<file path="config.mk">
export PLATFORM = sky130hd
export DESIGN_NAME = sql_token_scanner_unit
export DESIGN_NICKNAME = d
export VERILOG_FILES = /design/src/sv/sts_pkg.sv /design/src/sv/sts_core.sv /design/src/sv/sts_outq.sv /design/src/sv/sql_token_scanner_unit.sv
export SDC_FILE = /design/constraint.sdc
export NUM_CORES = 1
export LEC_CHECK = 0
export BUFFER_PORTS_ARGS = -buffer_cell sky130_fd_sc_hd__buf_2
export CORE_MARGIN = 3
export CORE_UTILIZATION = 62
export DETAILED_ROUTE_END_ITERATION = 8
export PLACE_DENSITY = 0.9
export SYNTH_ARGS = -nofsm -noshare
export SYNTH_HDL_FRONTEND = slang
export SYNTH_SLANG_ARGS = --single-unit
</file>
<file path="constraint.sdc">
create_clock -name clk -period 6.2 [get_ports clk]
set_input_delay 0.31 -clock clk [delete_from_list [all_inputs] [get_ports clk]]
set_output_delay 0.31 -clock clk [all_outputs]
set_load 0.005 [all_outputs]
</file>
<file path="src/sv/sts_pkg.sv">
// Package: shared types, token codes and keyword lookup for the SQL token scanner.
`timescale 1ns / 1ps
package sts_pkg;

  localparam int KwMaxLen = 7;
  localparam int PosBits = 32;
  localparam int KwIdxBits = $clog2(KwMaxLen);

  typedef enum logic [3:0] {
    M_IDLE, M_WORD, M_DIGITS, M_DASH, M_SLASH, M_LT, M_GT, M_BANG,
    M_QUOTED, M_QUOTE_SEEN, M_LINE_REM, M_BLOCK_REM, M_BLOCK_STAR
  } mode_t;

  localparam logic [5:0] T_EOF = 6'd0;
  localparam logic [5:0] T_IDENT = 6'd1;
  localparam logic [5:0] T_INTEGER = 6'd2;
  localparam logic [5:0] T_STRING = 6'd3;
  localparam logic [5:0] T_INVALID = 6'd4;
  localparam logic [5:0] T_LPAREN = 6'd32;
  localparam logic [5:0] T_RPAREN = 6'd33;
  localparam logic [5:0] T_COMMA = 6'd34;
  localparam logic [5:0] T_SEMI = 6'd35;
  localparam logic [5:0] T_DOT = 6'd36;
  localparam logic [5:0] T_PLUS = 6'd37;
  localparam logic [5:0] T_MINUS = 6'd38;
  localparam logic [5:0] T_STAR = 6'd39;
  localparam logic [5:0] T_SLASH = 6'd40;
  localparam logic [5:0] T_PERCENT = 6'd41;
  localparam logic [5:0] T_EQ = 6'd42;
  localparam logic [5:0] T_NE = 6'd43;
  localparam logic [5:0] T_LT = 6'd44;
  localparam logic [5:0] T_LE = 6'd45;
  localparam logic [5:0] T_GT = 6'd46;
  localparam logic [5:0] T_GE = 6'd47;

  localparam logic [1:0] E_NONE = 2'd0;
  localparam logic [1:0] E_CHAR = 2'd1;
  localparam logic [1:0] E_BANG = 2'd2;
  localparam logic [1:0] E_UNTERM = 2'd3;

  localparam logic [23:0] LineSat = 24'hFFFFFF;
  localparam logic [15:0] ColSat = 16'hFFFF;

  typedef logic [KwMaxLen-1:0][7:0] kwbuf_t;

  typedef struct packed {
    logic [5:0]  token_type;
    logic [1:0]  error_code;
    logic [31:0] start_offset;
    logic [31:0] span_length;
    logic [23:0] first_line;
    logic [15:0] start_column;
  } token_t;

  // Keyword lookup on an upper-cased word of len bytes.
  function automatic logic [5:0] kw_lookup(kwbuf_t b, logic [3:0] len);
    logic [55:0] w;
    logic [5:0] t;
    w = b;
    t = T_IDENT;
    unique case (len)
      4'd2: begin
        if (w[15:0] == {"R", "O"}) t = 6'd12;
        else if (w[15:0] == {"Y", "B"}) t = 6'd17;
      end
      4'd3: begin
        unique case (w[23:0])
          {"D", "N", "A"}: t = 6'd11;
          {"T", "O", "N"}: t = 6'd13;
          {"C", "S", "A"}: t = 6'd18;
          {"T", "E", "S"}: t = 6'd22;
          {"T", "N", "I"}: t = 6'd25;
          {"Y", "E", "K"}: t = 6'd29;
          default: t = T_IDENT;
        endcase
      end
      4'd4: begin
        unique case (w[31:0])
          {"M", "O", "R", "F"}: t = 6'd9;
          {"C", "S", "E", "D"}: t = 6'd19;
          {"O", "T", "N", "I"}: t = 6'd21;
          {"L", "L", "U", "N"}: t = 6'd30;
          {"E", "U", "R", "T"}: t = 6'd31;
          default: t = T_IDENT;
        endcase
      end
      4'd5: begin
        unique case (w[39:0])
          {"E", "R", "E", "H", "W"}: t = 6'd10;
          {"T", "I", "M", "I", "L"}: t = 6'd14;
          {"R", "E", "D", "R", "O"}: t = 6'd16;
          {"E", "L", "B", "A", "T"}: t = 6'd24;
          {"E", "S", "L", "A", "F"}: t = 6'd31;
          default: t = T_IDENT;
        endcase
      end
      4'd6: begin
        unique case (w[47:0])
          {"T", "C", "E", "L", "E", "S"}: t = 6'd5;
          {"T", "R", "E", "S", "N", "I"}: t = 6'd6;
          {"E", "T", "A", "D", "P", "U"}: t = 6'd7;
          {"E", "T", "E", "L", "E", "D"}: t = 6'd8;
          {"T", "E", "S", "F", "F", "O"}: t = 6'd15;
          {"S", "E", "U", "L", "A", "V"}: t = 6'd20;
          {"E", "T", "A", "E", "R", "C"}: t = 6'd23;
          default: t = T_IDENT;
        endcase
      end
      4'd7: begin
        unique case (w)
          {"N", "A", "E", "L", "O", "O", "B"}: t = 6'd26;
          {"R", "A", "H", "C", "R", "A", "V"}: t = 6'd27;
          {"Y", "R", "A", "M", "I", "R", "P"}: t = 6'd28;
          default: t = T_IDENT;
        endcase
      end
      default: t = T_IDENT;
    endcase
    return t;
  endfunction

  function automatic logic [7:0] to_upper(logic [7:0] c);
    return (c >= "a" && c <= "z") ? c - 8'd32 : c;
  endfunction

endpackage

</file>
<file path="src/sv/sts_core.sv">
// Scanner core: mode, position and keyword state, and per-byte token decisions.
`timescale 1ns / 1ps
module sts_core (
  input  logic            clk,
  input  logic            rst,
  input  logic            step,
  input  logic            kind,
  input  logic [7:0]      byte_req,
  output sts_pkg::token_t tok0,
  output sts_pkg::token_t tok1,
  output logic [1:0]      count
);
  import sts_pkg::*;

  mode_t mode, mode_next;
  logic [PosBits-1:0] pos, tstart, tstart_next;
  logic [23:0] line, tline, tline_next, line_next;
  logic [15:0] col, tcol, tcol_next, col_next;
  kwbuf_t kwbuf, kwbuf_next;
  logic too_long, too_long_next;

  logic [PosBits-1:0] nxt, wlen;
  logic is_let, is_dig, is_wrd, is_blank;
  logic [5:0] wtype;

  assign nxt = pos + 1'b1;
  assign wlen = pos - tstart;
  assign is_let = (byte_req >= "A" && byte_req <= "Z") || (byte_req >= "a" && byte_req <= "z");
  assign is_dig = byte_req >= "0" && byte_req <= "9";
  assign is_wrd = is_let || is_dig || byte_req == "_";
  assign is_blank = byte_req == " " || byte_req == 8'h09 || byte_req == 8'h0D || byte_req == 8'h0A;
  assign wtype = (too_long || wlen > PosBits'(KwMaxLen)) ? T_IDENT
                 : kw_lookup(kwbuf, wlen[3:0]);

  always_comb begin
    token_t t_pend, t_open, t_eof;
    logic have_pend, open_emits, open_start, do_open;
    logic [5:0] single;
    mode_t open_mode;

    mode_next = mode;
    tstart_next = tstart;
    tline_next = tline;
    tcol_next = tcol;
    kwbuf_next = kwbuf;
    too_long_next = too_long;
    have_pend = 1'b0;
    do_open = 1'b0;

    // pending token of the current mode, ending at pos
    t_pend.token_type = T_IDENT;
    t_pend.error_code = E_NONE;
    t_pend.start_offset = 32'(tstart);
    t_pend.span_length = 32'(pos - tstart);
    t_pend.first_line = tline;
    t_pend.start_column = tcol;

    // token opened by this byte (single-char ones only)
    open_mode = M_IDLE;
    open_emits = 1'b0;
    single = T_INVALID;
    unique case (byte_req)
      "-": open_mode = M_DASH;
      "/": open_mode = M_SLASH;
      "<": open_mode = M_LT;
      ">": open_mode = M_GT;
      "!": open_mode = M_BANG;
      "'": open_mode = M_QUOTED;
      "(": begin open_emits = 1'b1; single = T_LPAREN; end
      ")": begin open_emits = 1'b1; single = T_RPAREN; end
      ",": begin open_emits = 1'b1; single = T_COMMA; end
      ";": begin open_emits = 1'b1; single = T_SEMI; end
      ".": begin open_emits = 1'b1; single = T_DOT; end
      "+": begin open_emits = 1'b1; single = T_PLUS; end
      "*": begin open_emits = 1'b1; single = T_STAR; end
      "%": begin open_emits = 1'b1; single = T_PERCENT; end
      "=": begin open_emits = 1'b1; single = T_EQ; end
      default: begin
        if (is_let || byte_req == "_") open_mode = M_WORD;
        else if (is_dig) open_mode = M_DIGITS;
        else if (!is_blank) open_emits = 1'b1;
      end
    endcase
    open_start = !is_blank;
    t_open.token_type = single;
    t_open.error_code = (single == T_INVALID) ? E_CHAR : E_NONE;
    t_open.start_offset = 32'(pos);
    t_open.span_length = 32'd1;
    t_open.first_line = line;
    t_open.start_column = col;

    t_eof.token_type = T_EOF;
    t_eof.error_code = E_NONE;
    t_eof.start_offset = 32'(pos);
    t_eof.span_length = 32'd0;
    t_eof.first_line = line;
    t_eof.start_column = col;

    if (kind) begin
      have_pend = 1'b1;
      unique case (mode)
        M_WORD: t_pend.token_type = wtype;
        M_DIGITS: t_pend.token_type = T_INTEGER;
        M_DASH: t_pend.token_type = T_MINUS;
        M_SLASH: t_pend.token_type = T_SLASH;
        M_LT: t_pend.token_type = T_LT;
        M_GT: t_pend.token_type = T_GT;
        M_BANG: begin t_pend.token_type = T_INVALID; t_pend.error_code = E_BANG; end
        M_QUOTED: begin t_pend.token_type = T_INVALID; t_pend.error_code = E_UNTERM; end
        M_QUOTE_SEEN: t_pend.token_type = T_STRING;
        default: have_pend = 1'b0;
      endcase
    end else begin
      unique case (mode)
        M_WORD: begin
          if (is_wrd) begin
            if (!too_long && wlen < PosBits'(KwMaxLen))
              kwbuf_next[wlen[KwIdxBits-1:0]] = to_upper(byte_req);
            else too_long_next = 1'b1;
          end else begin
            have_pend = 1'b1; t_pend.token_type = wtype; do_open = 1'b1;
          end
        end
        M_DIGITS: if (!is_dig) begin
          have_pend = 1'b1; t_pend.token_type = T_INTEGER; do_open = 1'b1;
        end
        M_DASH: begin
          if (byte_req == "-") mode_next = M_LINE_REM;
          else begin have_pend = 1'b1; t_pend.token_type = T_MINUS; do_open = 1'b1; end
        end
        M_SLASH: begin
          if (byte_req == "*") mode_next = M_BLOCK_REM;
          else begin have_pend = 1'b1; t_pend.token_type = T_SLASH; do_open = 1'b1; end
        end
        M_LT, M_GT, M_BANG: begin
          have_pend = 1'b1;
          if (byte_req == "=") begin
            t_pend.token_type = (mode == M_LT) ? T_LE : (mode == M_GT) ? T_GE : T_NE;
            t_pend.span_length = 32'(nxt - tstart);
            mode_next = M_IDLE;
          end else begin
            if (mode == M_BANG) begin
              t_pend.token_type = T_INVALID; t_pend.error_code = E_BANG;
            end else t_pend.token_type = (mode == M_LT) ? T_LT : T_GT;
            do_open = 1'b1;
          end
        end
        M_QUOTED: if (byte_req == "'") mode_next = M_QUOTE_SEEN;
        M_QUOTE_SEEN: begin
          if (byte_req == "'") mode_next = M_QUOTED;
          else begin have_pend = 1'b1; t_pend.token_type = T_STRING; do_open = 1'b1; end
        end
        M_LINE_REM: if (byte_req == 8'h0A) mode_next = M_IDLE;
        M_BLOCK_REM: if (byte_req == "*") mode_next = M_BLOCK_STAR;
        M_BLOCK_STAR: begin
          if (byte_req == "/") mode_next = M_IDLE;
          else if (byte_req != "*") mode_next = M_BLOCK_REM;
        end
        default: do_open = 1'b1;
      endcase
      if (do_open) begin
        mode_next = open_mode;
        if (open_start) begin
          tstart_next = pos; tline_next = line; tcol_next = col;
        end
        if (open_mode == M_WORD) begin
          kwbuf_next[0] = to_upper(byte_req);
          too_long_next = 1'b0;
        end
      end
    end

    // pack results: pending first, then opened single or eof
    tok0 = t_pend;
    tok1 = kind ? t_eof : t_open;
    count = 2'd0;
    if (kind) begin
      if (have_pend) count = 2'd2;
      else begin tok0 = t_eof; count = 2'd1; end
    end else begin
      if (have_pend && do_open && open_emits) count = 2'd2;
      else if (have_pend) count = 2'd1;
      else if (do_open && open_emits) begin tok0 = t_open; count = 2'd1; end
    end
  end

  always_comb begin
    line_next = line;
    col_next = col;
    if (byte_req == 8'h0A) begin
      if (line < LineSat) line_next = line + 24'd1;
      col_next = 16'd1;
    end else if (col < ColSat) col_next = col + 16'd1;
  end

  always_ff @(posedge clk) begin
    if (rst || (step && kind)) begin
      mode <= M_IDLE;
      pos <= '0;
      line <= 24'd1;
      col <= 16'd1;
      tstart <= '0;
      tline <= 24'd1;
      tcol <= 16'd1;
      too_long <= 1'b0;
    end else if (step) begin
      mode <= mode_next;
      pos <= nxt;
      line <= line_next;
      col <= col_next;
      tstart <= tstart_next;
      tline <= tline_next;
      tcol <= tcol_next;
      too_long <= too_long_next;
    end
  end

  always_ff @(posedge clk) begin
    if (step) kwbuf <= kwbuf_next;
  end
endmodule

</file>
<file path="src/sv/sts_outq.sv">
// Output queue: holds up to two tokens per word and drains them one at a time.
`timescale 1ns / 1ps
module sts_outq (
  input  logic            clk,
  input  logic            rst,
  input  logic            load,
  input  sts_pkg::token_t tok0,
  input  sts_pkg::token_t tok1,
  input  logic [1:0]      count,
  output logic            can_load,
  output logic            out_valid,
  input  logic            out_ready,
  output sts_pkg::token_t head,
  output logic            head_last
);
  import sts_pkg::*;

  token_t slot0, slot1;
  logic [1:0] fill;
  logic take;

  assign take = out_valid && out_ready;
  assign out_valid = fill != 2'd0;
  assign head = slot0;
  assign head_last = fill == 2'd1;
  // accept a new word when empty or the last held token leaves this cycle
  assign can_load = (fill == 2'd0) || (fill == 2'd1 && out_ready);

  always_ff @(posedge clk) begin
    if (rst) fill <= 2'd0;
    else if (load && can_load) fill <= count;
    else if (take) fill <= fill - 2'd1;
  end

  always_ff @(posedge clk) begin
    if (load && can_load) begin
      slot0 <= tok0;
      slot1 <= tok1;
    end else if (take) slot0 <= slot1;
  end
endmodule

</file>
<file path="src/sv/sql_token_scanner_unit.sv">
// Top level: streaming SQL token scanner with a two-token result queue.
`timescale 1ns / 1ps
// Usage:
//   Input channel (valid/ready): each word is kind plus byte_req. kind 0
//   carries one source byte, kind 1 marks end of source.
//   Output channel (valid/ready): one token per word with type, error code,
//   start offset, raw span length, first line and column; last marks the
//   final token caused by one input word.
//   Each input word yields zero, one or two tokens; an end word always yields
//   the Eof token, preceded by any pending token, and returns the scanner to
//   its reset state.
//   Latency: a token is shown the cycle after the word that ends it.
//   Throughput: one byte per cycle while each byte yields at most one token
//   and the receiver keeps up; the rate is set by the result queue, which
//   drains one token per cycle and takes no word while it holds two.
//   A new word is taken in the same cycle the last queued token leaves.
//   Reset (rst, synchronous) clears the mode, position, line and column
//   counters and empties the queue.
//   When the receiver stalls the queued tokens hold and ready drops until
//   the last of them is taken; no state advances meanwhile.
module sql_token_scanner_unit (
  input  logic        clk,
  input  logic        rst,
  input  logic        in_valid,
  output logic        in_ready,
  input  logic        kind,
  input  logic [7:0]  byte_req,
  output logic        out_valid,
  input  logic        out_ready,
  output logic [5:0]  token_type,
  output logic [1:0]  error_code,
  output logic [31:0] start_offset,
  output logic [31:0] span_length,
  output logic [23:0] first_line,
  output logic [15:0] start_column,
  output logic        last
);
  import sts_pkg::*;

  token_t tok0, tok1, head;
  logic [1:0] count;
  logic can_load, step;

  // advance the scanner only on an accepted word
  assign in_ready = can_load;
  assign step = in_valid && in_ready;

  sts_core u_core (
    .clk(clk), .rst(rst), .step(step), .kind(kind), .byte_req(byte_req),
    .tok0(tok0), .tok1(tok1), .count(count)
  );

  sts_outq u_outq (
    .clk(clk), .rst(rst), .load(step), .tok0(tok0), .tok1(tok1), .count(count),
    .can_load(can_load), .out_valid(out_valid), .out_ready(out_ready),
    .head(head), .head_last(last)
  );

  assign token_type = head.token_type;
  assign error_code = head.error_code;
  assign start_offset = head.start_offset;
  assign span_length = head.span_length;
  assign first_line = head.first_line;
  assign start_column = head.start_column;

  // an end word always leaves an Eof token as the last one queued
  a_end_gives_output: assert property (@(posedge clk) disable iff (rst)
    (step && kind) |=> out_valid)
    else $error("end word produced no token");

  // error codes appear only on invalid tokens
  a_err_only_invalid: assert property (@(posedge clk) disable iff (rst)
    (out_valid && error_code != E_NONE) |-> token_type == T_INVALID)
    else $error("error code on a valid token");

  // input is never taken while more than one token waits
  a_no_overrun: assert property (@(posedge clk) disable iff (rst)
    (out_valid && !last) |-> !in_ready)
    else $error("input accepted over a full queue");
endmodule

</file>
# Yosys cells after proc, flatten, opt, wreduce, memory -nomap -nowiden
# Index checks and enable logic that the tools add are counted.
[totals]
ff_bits = 430
inputBits = 13
wordCells = 260
output_inout_bits = 115
[classes]
n_bitwise = 2
n_eq_ne = 78
n_mux = 92
reduce_logical = 41
n_addsub = 7
magnitude_cmp = 12
[ops]
columns = ["cell", "n"]
rows = [
  ["2-to-1 mux 112 bit", 7],
  ["== test 48 x 47 -> 1 bit, second input constant", 7],
  ["== test 40 x 39 -> 1 bit, second input constant", 5],
  ["== test 56 x 55 -> 1 bit, second input constant", 3],
  ["== test 32 x 31 -> 1 bit, second input constant", 5],
  ["== test 24 x 23 -> 1 bit, second input constant", 6],
  ["== test 8 x 6 -> 1 bit, second input constant", 16],
  ["2-to-1 mux 32 bit", 3],
  ["case mux 6 bit (6 select lines)", 2],
  ["2-to-1 mux 8 bit", 8],
  ["subtractor 32 bit", 2],
  ["bitwise mux 56 bit", 1],
  ["case mux 6 bit (9 select lines)", 1],
  ["case mux 5 bit (5 select lines)", 2],
  ["2-to-1 mux 6 bit", 8],
  ["case mux 6 bit (8 select lines)", 1],
  ["2-to-1 mux 4 bit", 11],
  ["2-to-1 mux 41 bit", 1],
  ["case mux 5 bit (7 select lines)", 1],
  ["adder 32 x 1 -> 32 bit, second input constant", 1],
  ["== test 16 x 15 -> 1 bit, second input constant", 2],
  ["== test 4 x 3 -> 1 bit, second input constant", 8],
  ["> comparator 32 x 3 -> 1 bit, second input constant", 1],
  ["less-than comparator 32 x 3 -> 1 bit, second input constant", 1],
  ["53 further kinds", 129],
]

# Depth between registers and ports, before layout
# Gate-level depths: netlist (run 1).
[depth]
ltp_word = 15
depth_mapped = 20
ltp_nobuf = 20

# Hierarchy
# A second synthesis (run 1) with hierarchy kept.
[unflattened]
hier_cells = 2474
hier_area_um2 = 24494.7
[by_module_without_submodules]
columns = ["mod", "seq_area_each_um2", "n_inst", "area_per_inst_um2", "cells_each"]
rows = [
  ["sts_core", 4664.5, 1, 15992.8, 2104],
  ["sts_outq", 6766.5, 1, 8495.6, 369],
  ["sql_token_scanner_unit", 0.0, 1, 6.3, 1],
]

# Least setup slack after synthesis (run 1)
# No wires, ideal clock.
[synth_timing]
kind = "register to register"
start = "register u_core.pos[1]"
end = "register u_outq.slot0, in the netlist u_outq.head[71] (data pin)"
t_arrival_ns = 4.326
slack_ns = 1.607
stages_incl_launch_ff = 21
synth_period_minus_slack_ns = 4.593
n_path_buf = 1
t_required_ns = 5.933
setup_time_ns = 0.267
cell_sequence = "dfxtp_1 -> ha_1 -> nand3_1 -> nor3_1 -> and3_1 -> nand2_1 -> nor4_1 -> and3_1 -> clkbuf_1 -> nand3_1 -> xnor2_1 -> ha_1 -> a21o_1 -> nand2_1 -> nand2b_1 -> a211oi_1 -> a21bo_2 -> a221o_1 -> a21oi_1 -> xnor2_1 -> a21oi_2"
[synth_via]
elab_chain_len = 10
word_cells_on_any_way = 12
cone_classes = "add/sub: 3; mux: 9"
[synth_rtl]
columns = ["item", "line_no", "text"]
rows = [
  ["start: declaration", "sts_core.sv:16", "logic [PosBits-1:0] pos, tstart, tstart_next;"],
  ["start signal: assignment", "sts_core.sv:208", "pos <= nxt;"],
  ["adder 32 x 1 -> 32 bit (*)", "sts_core.sv:26", "assign nxt = pos + 1'b1;"],
  ["via u_core.nxt[24]", "sts_core.sv:22", "logic [PosBits-1:0] nxt, wlen;"],
  ["subtractor 32 bit (*)", "sts_core.sv:139", "t_pend.span_length = 32'(nxt - tstart);"],
  ["2-to-1 mux 32 bit (*)", "sts_core.sv:137", "if (byte_req == \"=\") begin"],
  ["2-to-1 mux 32 bit (*)", "sts_core.sv:114", "unique case (mode)"],
  ["2-to-1 mux 32 bit (*)", "sts_core.sv:99", "if (kind) begin"],
  ["2-to-1 mux 112 bit", "sts_core.sv:183", "else if (do_open && open_emits) begin tok0 = t_open; count = 2'd1; end"],
  ["2-to-1 mux 112 bit", "sts_core.sv:182", "else if (have_pend) count = 2'd1;"],
  ["2-to-1 mux 112 bit", "sts_core.sv:181", "if (have_pend && do_open && open_emits) count = 2'd2;"],
  ["2-to-1 mux 112 bit (*)", "sts_core.sv:177", "if (kind) begin"],
  ["2-to-1 mux 112 bit (*)", "sts_outq.sv:36", "if (load && can_load) begin"],
  ["end signal: assignment", "sts_outq.sv:37", "slot0 <= tok0;"],
  ["end signal: assignment", "sts_outq.sv:39", "end else if (take) slot0 <= slot1;"],
  ["end: declaration", "sts_outq.sv:18", "token_t slot0, slot1;"],
]
# Mark *: on every way through the listed nets, which the timed path passes. The rest lies on a longest branch.
# A chain may end at the register's enable or synchronous reset.

# Final worst setup path (run 1)
# Same ends and word-level chain as after synthesis.

==> run_results.csv, run 1 <==
group,metric,value,unit
routing,drtIter0Drc,2444,
sta,max_freq,191,MHz
layout,syn_to_final_growth,10.1,%
power,irDropWorstVdd,311,µV
logic_synthesis,synth_nets,2452,
grt,grt_pass1_wl,95.2,mm
routing,dr.pass1.iters,8,
power,swShare,0.305,
routing,routed_wl,60.0,mm
power,leakagePower,8.95,nW
power,power_frac_seq,0.459,
placed_design,dp_hpwl,41.9,mm
placed_design,place_area,22900,µm²
logic_synthesis,yosysSeqAreaShare,0.475,
clock_tree,tritoncts,"built",
logic_synthesis,synth.yosys.warnings,0,
grt,antenna_found_initial,0,
worst_setup_path,worstPathMaxFanout,8,
clock_tree,cts_setup_buffers,0,
power,p_comb_frac,0.209,
layout,final_common_cell,"nand2_1",
clock_tree,clock_path_buffers,3,
worst_setup_path,slowest_stage,"nor4_1",
power,clockPowerShare,0.332,
logic_synthesis,synth_flop_cell,"edfxtp_1",
sta,worst-slew-pin-transition,1.12,ns
layout,final_area,24200,µm²
routing,route.detailed.drc,0,
floorplan,start_util,0.633,
logic_synthesis,syn_inst,2367,
min_path,hp-class,"input pin to flip-flop",
sta,finalSetupViolCount,0,
sta,period_share,0.843,
sta,fin_skew,0.0194,ns
power,p_int,5.09,mW
floorplan,num_rows,68,
placed_design,gp_congestion,0.986,
worst_setup_path,worstPathCellList,"ha_1, nand3_1, nor3_1, and3_1, nand2_1, nor4_1, and3_1, nand3_1, xnor2_1, ha_1, a21o_1, nand2_1, nand2b_1, a211oi_1, a21bo_2, a221o_1, a21oi_1, xnor2_1, a21oi_2",
routing,route.detailed.wl_per_inst,20.5,µm
layout,drive_above_1_share,0.102,
sta,slew_headroom,0.251,
layout,antenna_cells,0,
power,total_power,7.32,mW
clock_tree,clk_pin_slew_worst_paths,0.06,ns
sta,rsz0062_at_grt,"no",
floorplan,coreArea,34700,µm²
sta,setup_tns,0,ns
floorplan,io-pin-count,128,
grt,grtUsageMet3,0.0589,
power,p_switching,2.23,mW
placed_design,io_buffers,127,
grt,track_usage,0.310,
grt,grt_pass1_vias,17488,
clock_tree,numCtsBuffers,40,
grt,use_met1,0.450,
logic_synthesis,syn_area,22000,µm²
run_status,outcome,"finished clean",
worst_setup_path,r2r_setup_slack,0.97,ns
routing,antenna_left,0,
clock_tree,insertion_delay,0.58,ns
routing,viasPerCell,6.40,
worst_setup_path,crit_buf_inv,0,
grt,grt_max_degree,74,
grt,use_met2,0.486,
worst_setup_path,startpoint_type,"flip-flop",
logic_synthesis,ys_ff_latch,398,
sta,fin_crit,5.23,ns
worst_setup_path,critPathKind,"flip-flop to flip-flop",
layout,nets,2524,
worst_setup_path,crit_path_max_incr_delay,0.55,ns
clock_tree,h-tree-depth,2,
logic_synthesis,synth_cell_type_count,90,
clock_tree,cts_root_buf,"clkbuf_16",
power,power_density,303,nW/µm²
logic_synthesis,synthArstFlopShare,0,
grt,busiest_layer,"met2",
worst_setup_path,cp-end-kind,"flip-flop",
floorplan,dieArea,37700,µm²
worst_setup_path,cp.required,6.52,ns
routing,via_count,18722,
sta,hold_viol,0,
floorplan,dieHeight,194,µm
run,max_cap_violations,0,
floorplan,die_w,194,µm
grt,grt_overflow,0,
worst_setup_path,cp_top_family,"simple AND/OR/NAND/NOR gates",
clock_tree,cts_num_sinks,398,
sta,maxSlewViolCount,0,
logic_synthesis,avgSynthCellArea,9.28,µm²
logic_synthesis,synth-edff-count,247,
worst_setup_path,arrival,5.55,ns
layout,final_cell_mix,"412 x nand2_1, 247 x edfxtp_1, 199 x a21oi_1",
per-stage QoR:
step | hold slack [ns] | setup slack (ns) | utilization | std cells
final | 0.191 | 0.974 | 0.697 | 2925
after global routing | 0.182 | 0.560 | 0.697 | 2925
after CTS | 0.163 | 0.983 | 0.697 | 2925
after detailed placement | 0.446 | 1.01 | 0.659 | 2851
after global placement | 0.440 | 1.12 | 0.659 | 2851
after floorplan | 0.379 | 1.61 | - | 2367
registers in the layout, summed over array words and instances, names as in the netlist:
register	count
u_core.col	16
u_core.kwbuf	56
u_core.line	24
u_core.mode	4
u_core.pos	32
u_core.tcol	16
u_core.tline	24
u_core.too_long	1
u_core.tstart	32
u_outq.fill	2
u_outq.head	112
u_outq.slot1	79
synthesized netlist by cell type (23+ instances only):
cell type  number  area share
nand4_1        37       0.011
nor2_1        189       0.032
nand2b_1       24      0.0068
buf_2          24      0.0055
nor3_1         43      0.0098
nand2_1       413       0.071
xnor2_1        62       0.025
ha_1           70       0.040
xor2_1         79       0.031
dfxtp_1       151        0.14
nand3_1        71       0.016
inv_1          63       0.011
or3_1          28      0.0080
a21o_1         39       0.013
and3_1         34      0.0097
mux2i_1        73       0.033
a21oi_1       199       0.045
nor4_1         23      0.0065
nor2b_1        23      0.0065
o21ai_0       139       0.032
clkbuf_1       84       0.014
edfxtp_1      247        0.34
final cells by class:
cell class,instances,area [µm²]
Multi-Input combinational cell,1782,10800
Clock inverter,16,216
Sequential cell,398,10400
Timing Repair Buffer,152,826
Fill cell,2589,10500
Tap cell,455,569
Inverter,65,249
Clock buffer,57,1080
power groups by stage:
stage | logic [mW] | registers [mW] | clock network, mW
finish | 1.53 | 3.36 | 2.43
global route | 1.65 | 3.39 | 2.56
CTS | 1.52 | 3.36 | 2.44
detailed placement | 1.51 | 3.41 | 0
global placement | 1.48 | 3.40 | 0
floorplan | 0.934 | 3.42 | 0
kinds of logic (layout without fill, tap and decap cells):
group | count (synthesis) | count (layout) | share of synthesized area
and+or+nand+nor | 967 | 967 | 0.209
AOI/OAI and AO/OA | 520 | 520 | 0.144
DFF | 398 | 398 | 0.475
buffers and inverters | 187 | 290 | 0.0351
xor gates and xnor gates | 141 | 141 | 0.0562
muxes | 81 | 81 | 0.0387
adders and majority gates | 73 | 73 | 0.0421
metal layers:
metal,part of all wire,routed length (µm)
met5,0,0
met4,0.023,1400
met3,0.10,5980
met1,0.42,25400
met2,0.45,27300
final timing paths:
kind,start,endpoint,cells after the start
worst min-delay path,byte_req[4],u_core.kwbuf[44]$_DFFE_PP_,1
worst max-delay path,u_core.pos[1]$_SDFFE_PP0P_,u_outq.head[71]$_SDFFCE_PN0P_,19
worst min register to register,u_core.tline[19]$_SDFFE_PP0P_,u_core.tline[19]$_SDFFE_PP0P_,2
worst max register to register,u_core.pos[1]$_SDFFE_PP0P_,u_outq.head[71]$_SDFFCE_PN0P_,19
what timing repair did:
| action | in CTS | in global routing |
|---|---|---|
| gates resized for setup | 0 | 0 |
| hold buffers | 1 | 0 |
| hold endpoints to repair | 2 | 0 |
Power figures use the tool's default switching activity.
==> run 2, diff against run 1 <==
Clock period 6.2 ns to 5.3 ns, I/O delays scaled along.
==> run_results.csv, run 2 (synthesized netlist as in run 1, its figures left out) <==
group,metric,value,unit
run_status,outcome,"finished clean",
layout,syn_to_final_growth,11.5,%
worst_setup_path,cp.required,5.62,ns
routing,routed_wl,61.2,mm
power,leakagePower,9.11,nW
sta,slew_headroom,0.250,
clock_tree,h-tree-depth,2,
sta,fin_skew,0.0190,ns
clock_tree,cts_num_sinks,398,
placed_design,gp_congestion,0.977,
placed_design,post-place-ws,0.280,ns
power,total_power,9.01,mW
worst_setup_path,crit_path_max_incr_delay,0.53,ns
power,power_frac_seq,0.437,
grt,grt_pass1_vias,17745,
sta,worst-slew-pin-transition,1.13,ns
routing,drtIter0Drc,2247,
sta,setup_tns,0,ns
sta,finalSetupViolCount,0,
sta,fin_crit,4.88,ns
sta,period_share,0.920,
worst_setup_path,startpoint,"u_core.pos[0]$_SDFFE_PP0P_",
clock_tree,numCtsBuffers,41,
min_path,hp-class,"input pin to flip-flop",
placed_design,io_buffers,127,
worst_setup_path,cp_top_family,"compound AO/OA/AOI/OAI gates",
routing,wl_met2,27.6,mm
routing,route.detailed.wl_per_inst,20.9,µm
routing,drt-met1-wl,25.6,mm
power,p_int,6.33,mW
clock_tree,clk_pin_slew_worst_paths,0.07,ns
layout,antenna_cells,0,
floorplan,dieHeight,194,µm
grt,grt_overflow,0,
floorplan,start_util,0.633,
layout,finish.utilization,0.706,
routing,dr.max_layer_used,"met4",
sta,hold_viol,0,
floorplan,dieArea,37700,µm²
routing,dr.pass1.iters,6,
worst_setup_path,r2r_start,"u_core.pos[0]$_SDFFE_PP0P_",
worst_setup_path,crit_buf_inv,2,
clock_tree,cts_root_buf,"clkbuf_16",
worst_setup_path,r2r_setup_slack,0.42,ns
grt,grt_max_degree,81,
power,power_density,368,nW/µm²
placed_design,dp_hpwl,41.7,mm
layout,largest_reg_flops,112,
layout,final_common_cell,"nand2_1",
routing,wl_met3,5.95,mm
clock_tree,tritoncts,"built",
routing,route.detailed.drc,0,
worst_setup_path,worstPathCellList,"inv_1, ha_1, inv_1, fa_1, a21oi_1, o22ai_1, o311ai_2, a31oi_1, a41oi_1, o22ai_1, a31oi_1, nor3b_2, nand4_2, o22ai_4, mux2_4",
routing,antenna_left,0,
grt,grt_pass1_wl,96.9,mm
worst_setup_path,slowest_stage,"o22ai_4",
sta,maxSlewViolCount,0,
layout,final_cell_mix,"412 x nand2_1, 247 x edfxtp_1, 199 x a21oi_1",
worst_setup_path,cp-end-kind,"flip-flop",
sta,rsz0062_at_grt,"no",
grt,track_usage,0.315,
grt,antenna_found_initial,0,
worst_setup_path,critPathKind,"flip-flop to flip-flop",
power,p_switching,2.68,mW
sta,max_freq,205,MHz
layout,drive_above_1_share,0.111,
worst_setup_path,startpoint_type,"flip-flop",
power,irDropWorstVdd,481,µV
floorplan,num_rows,68,
power,p_comb_frac,0.200,
layout,nets,2530,
worst_setup_path,worstPathMaxFanout,13,
floorplan,io-pin-count,128,
routing,viasPerCell,6.40,
floorplan,coreArea,34700,µm²
power,swShare,0.297,
min_path,worstHoldStart,"byte_req[4]",
layout,fill_cells,2514,
routing,via_count,18777,
power,clockPowerShare,0.363,
floorplan,die_w,194,µm
worst_setup_path,arrival,5.19,ns
clock_tree,insertion_delay,0.58,ns
run,max_cap_violations,0,
sta,fin_ws,0.425,ns
clock_tree,clock_path_buffers,3,
[run 2: cell types whose count changed in the layout (fill, tap and decap cells not counted), sizes merged]
cell	previous run	this run
buf	151	156
bufinv	3	10
clkbuf	57	47
clkinv	11	12
clkinvlp	1	6
[run 2: worst reg2reg max path, stage by stage, from the launching register on]
cell and delay, ns:
dfxtp_2 0.37, inv_1 0.09, ha_1 0.15, inv_1 0.05, fa_1 0.45, a21oi_1 0.22
o22ai_1 0.20, o311ai_2 0.42, a31oi_1 0.23, a41oi_1 0.48, o22ai_1 0.16, a31oi_1 0.18
nor3b_2 0.27, nand4_2 0.48, o22ai_4 0.53, mux2_4 0.35
[run 2: cell type report]
type	count	area [µm²]	area share
timing repair buffer	157	888	0.0363
inverter	65	249	0.0102
tap	455	569	0.0232
clock inverter	29	462	0.0188
sequential	398	10400	0.426
clock buffer	47	1080	0.0441
multi-input combinational	1782	10800	0.441
[run 2: final timing paths]
path,end,cells past startpoint
setup reg to reg,u_core.kwbuf[3]$_DFFE_PP_,15
hold / removal,u_core.kwbuf[20]$_DFFE_PP_,1
setup / recovery,u_core.kwbuf[3]$_DFFE_PP_,15
hold reg to reg,u_core.tline[1]$_SDFFE_PP0P_,2
[run 2: power groups by stage]
stage	Combinational (mW)	Sequential (mW)	Clock [mW]
global placement	1.72	3.98	0
detailed placement	1.77	3.99	0
floorplan	1.09	4.00	0
finish	1.80	3.93	3.27
global route	1.95	3.96	3.40
CTS	1.79	3.93	3.29
[run 2: what timing repair did]
item,in CTS,in global routing
gates resized for setup,0,4
endpoints found under the setup margin,0,1
buffers inserted,0,0
hold buffers,1,0
endpoints found under the hold margin,2,0
[run 2: metal layers]
layer,up-vias,global-route usage
li1,8635,-
met1,8936,0.449
met2,1041,0.491
met3,165,0.0568
met4,0,0.107
met5,-,0
[run 2: stage by stage]
stage / hold WS [ns] / cell area, µm² / cells
floorplan: 0.334 / 22000 / 2367
finish: 0.152 / 24500 / 2933
detailed placement: 0.447 / 22900 / 2856
global route: 0.147 / 24500 / 2933
CTS: 0.117 / 24500 / 2933
global placement: 0.440 / 22900 / 2856
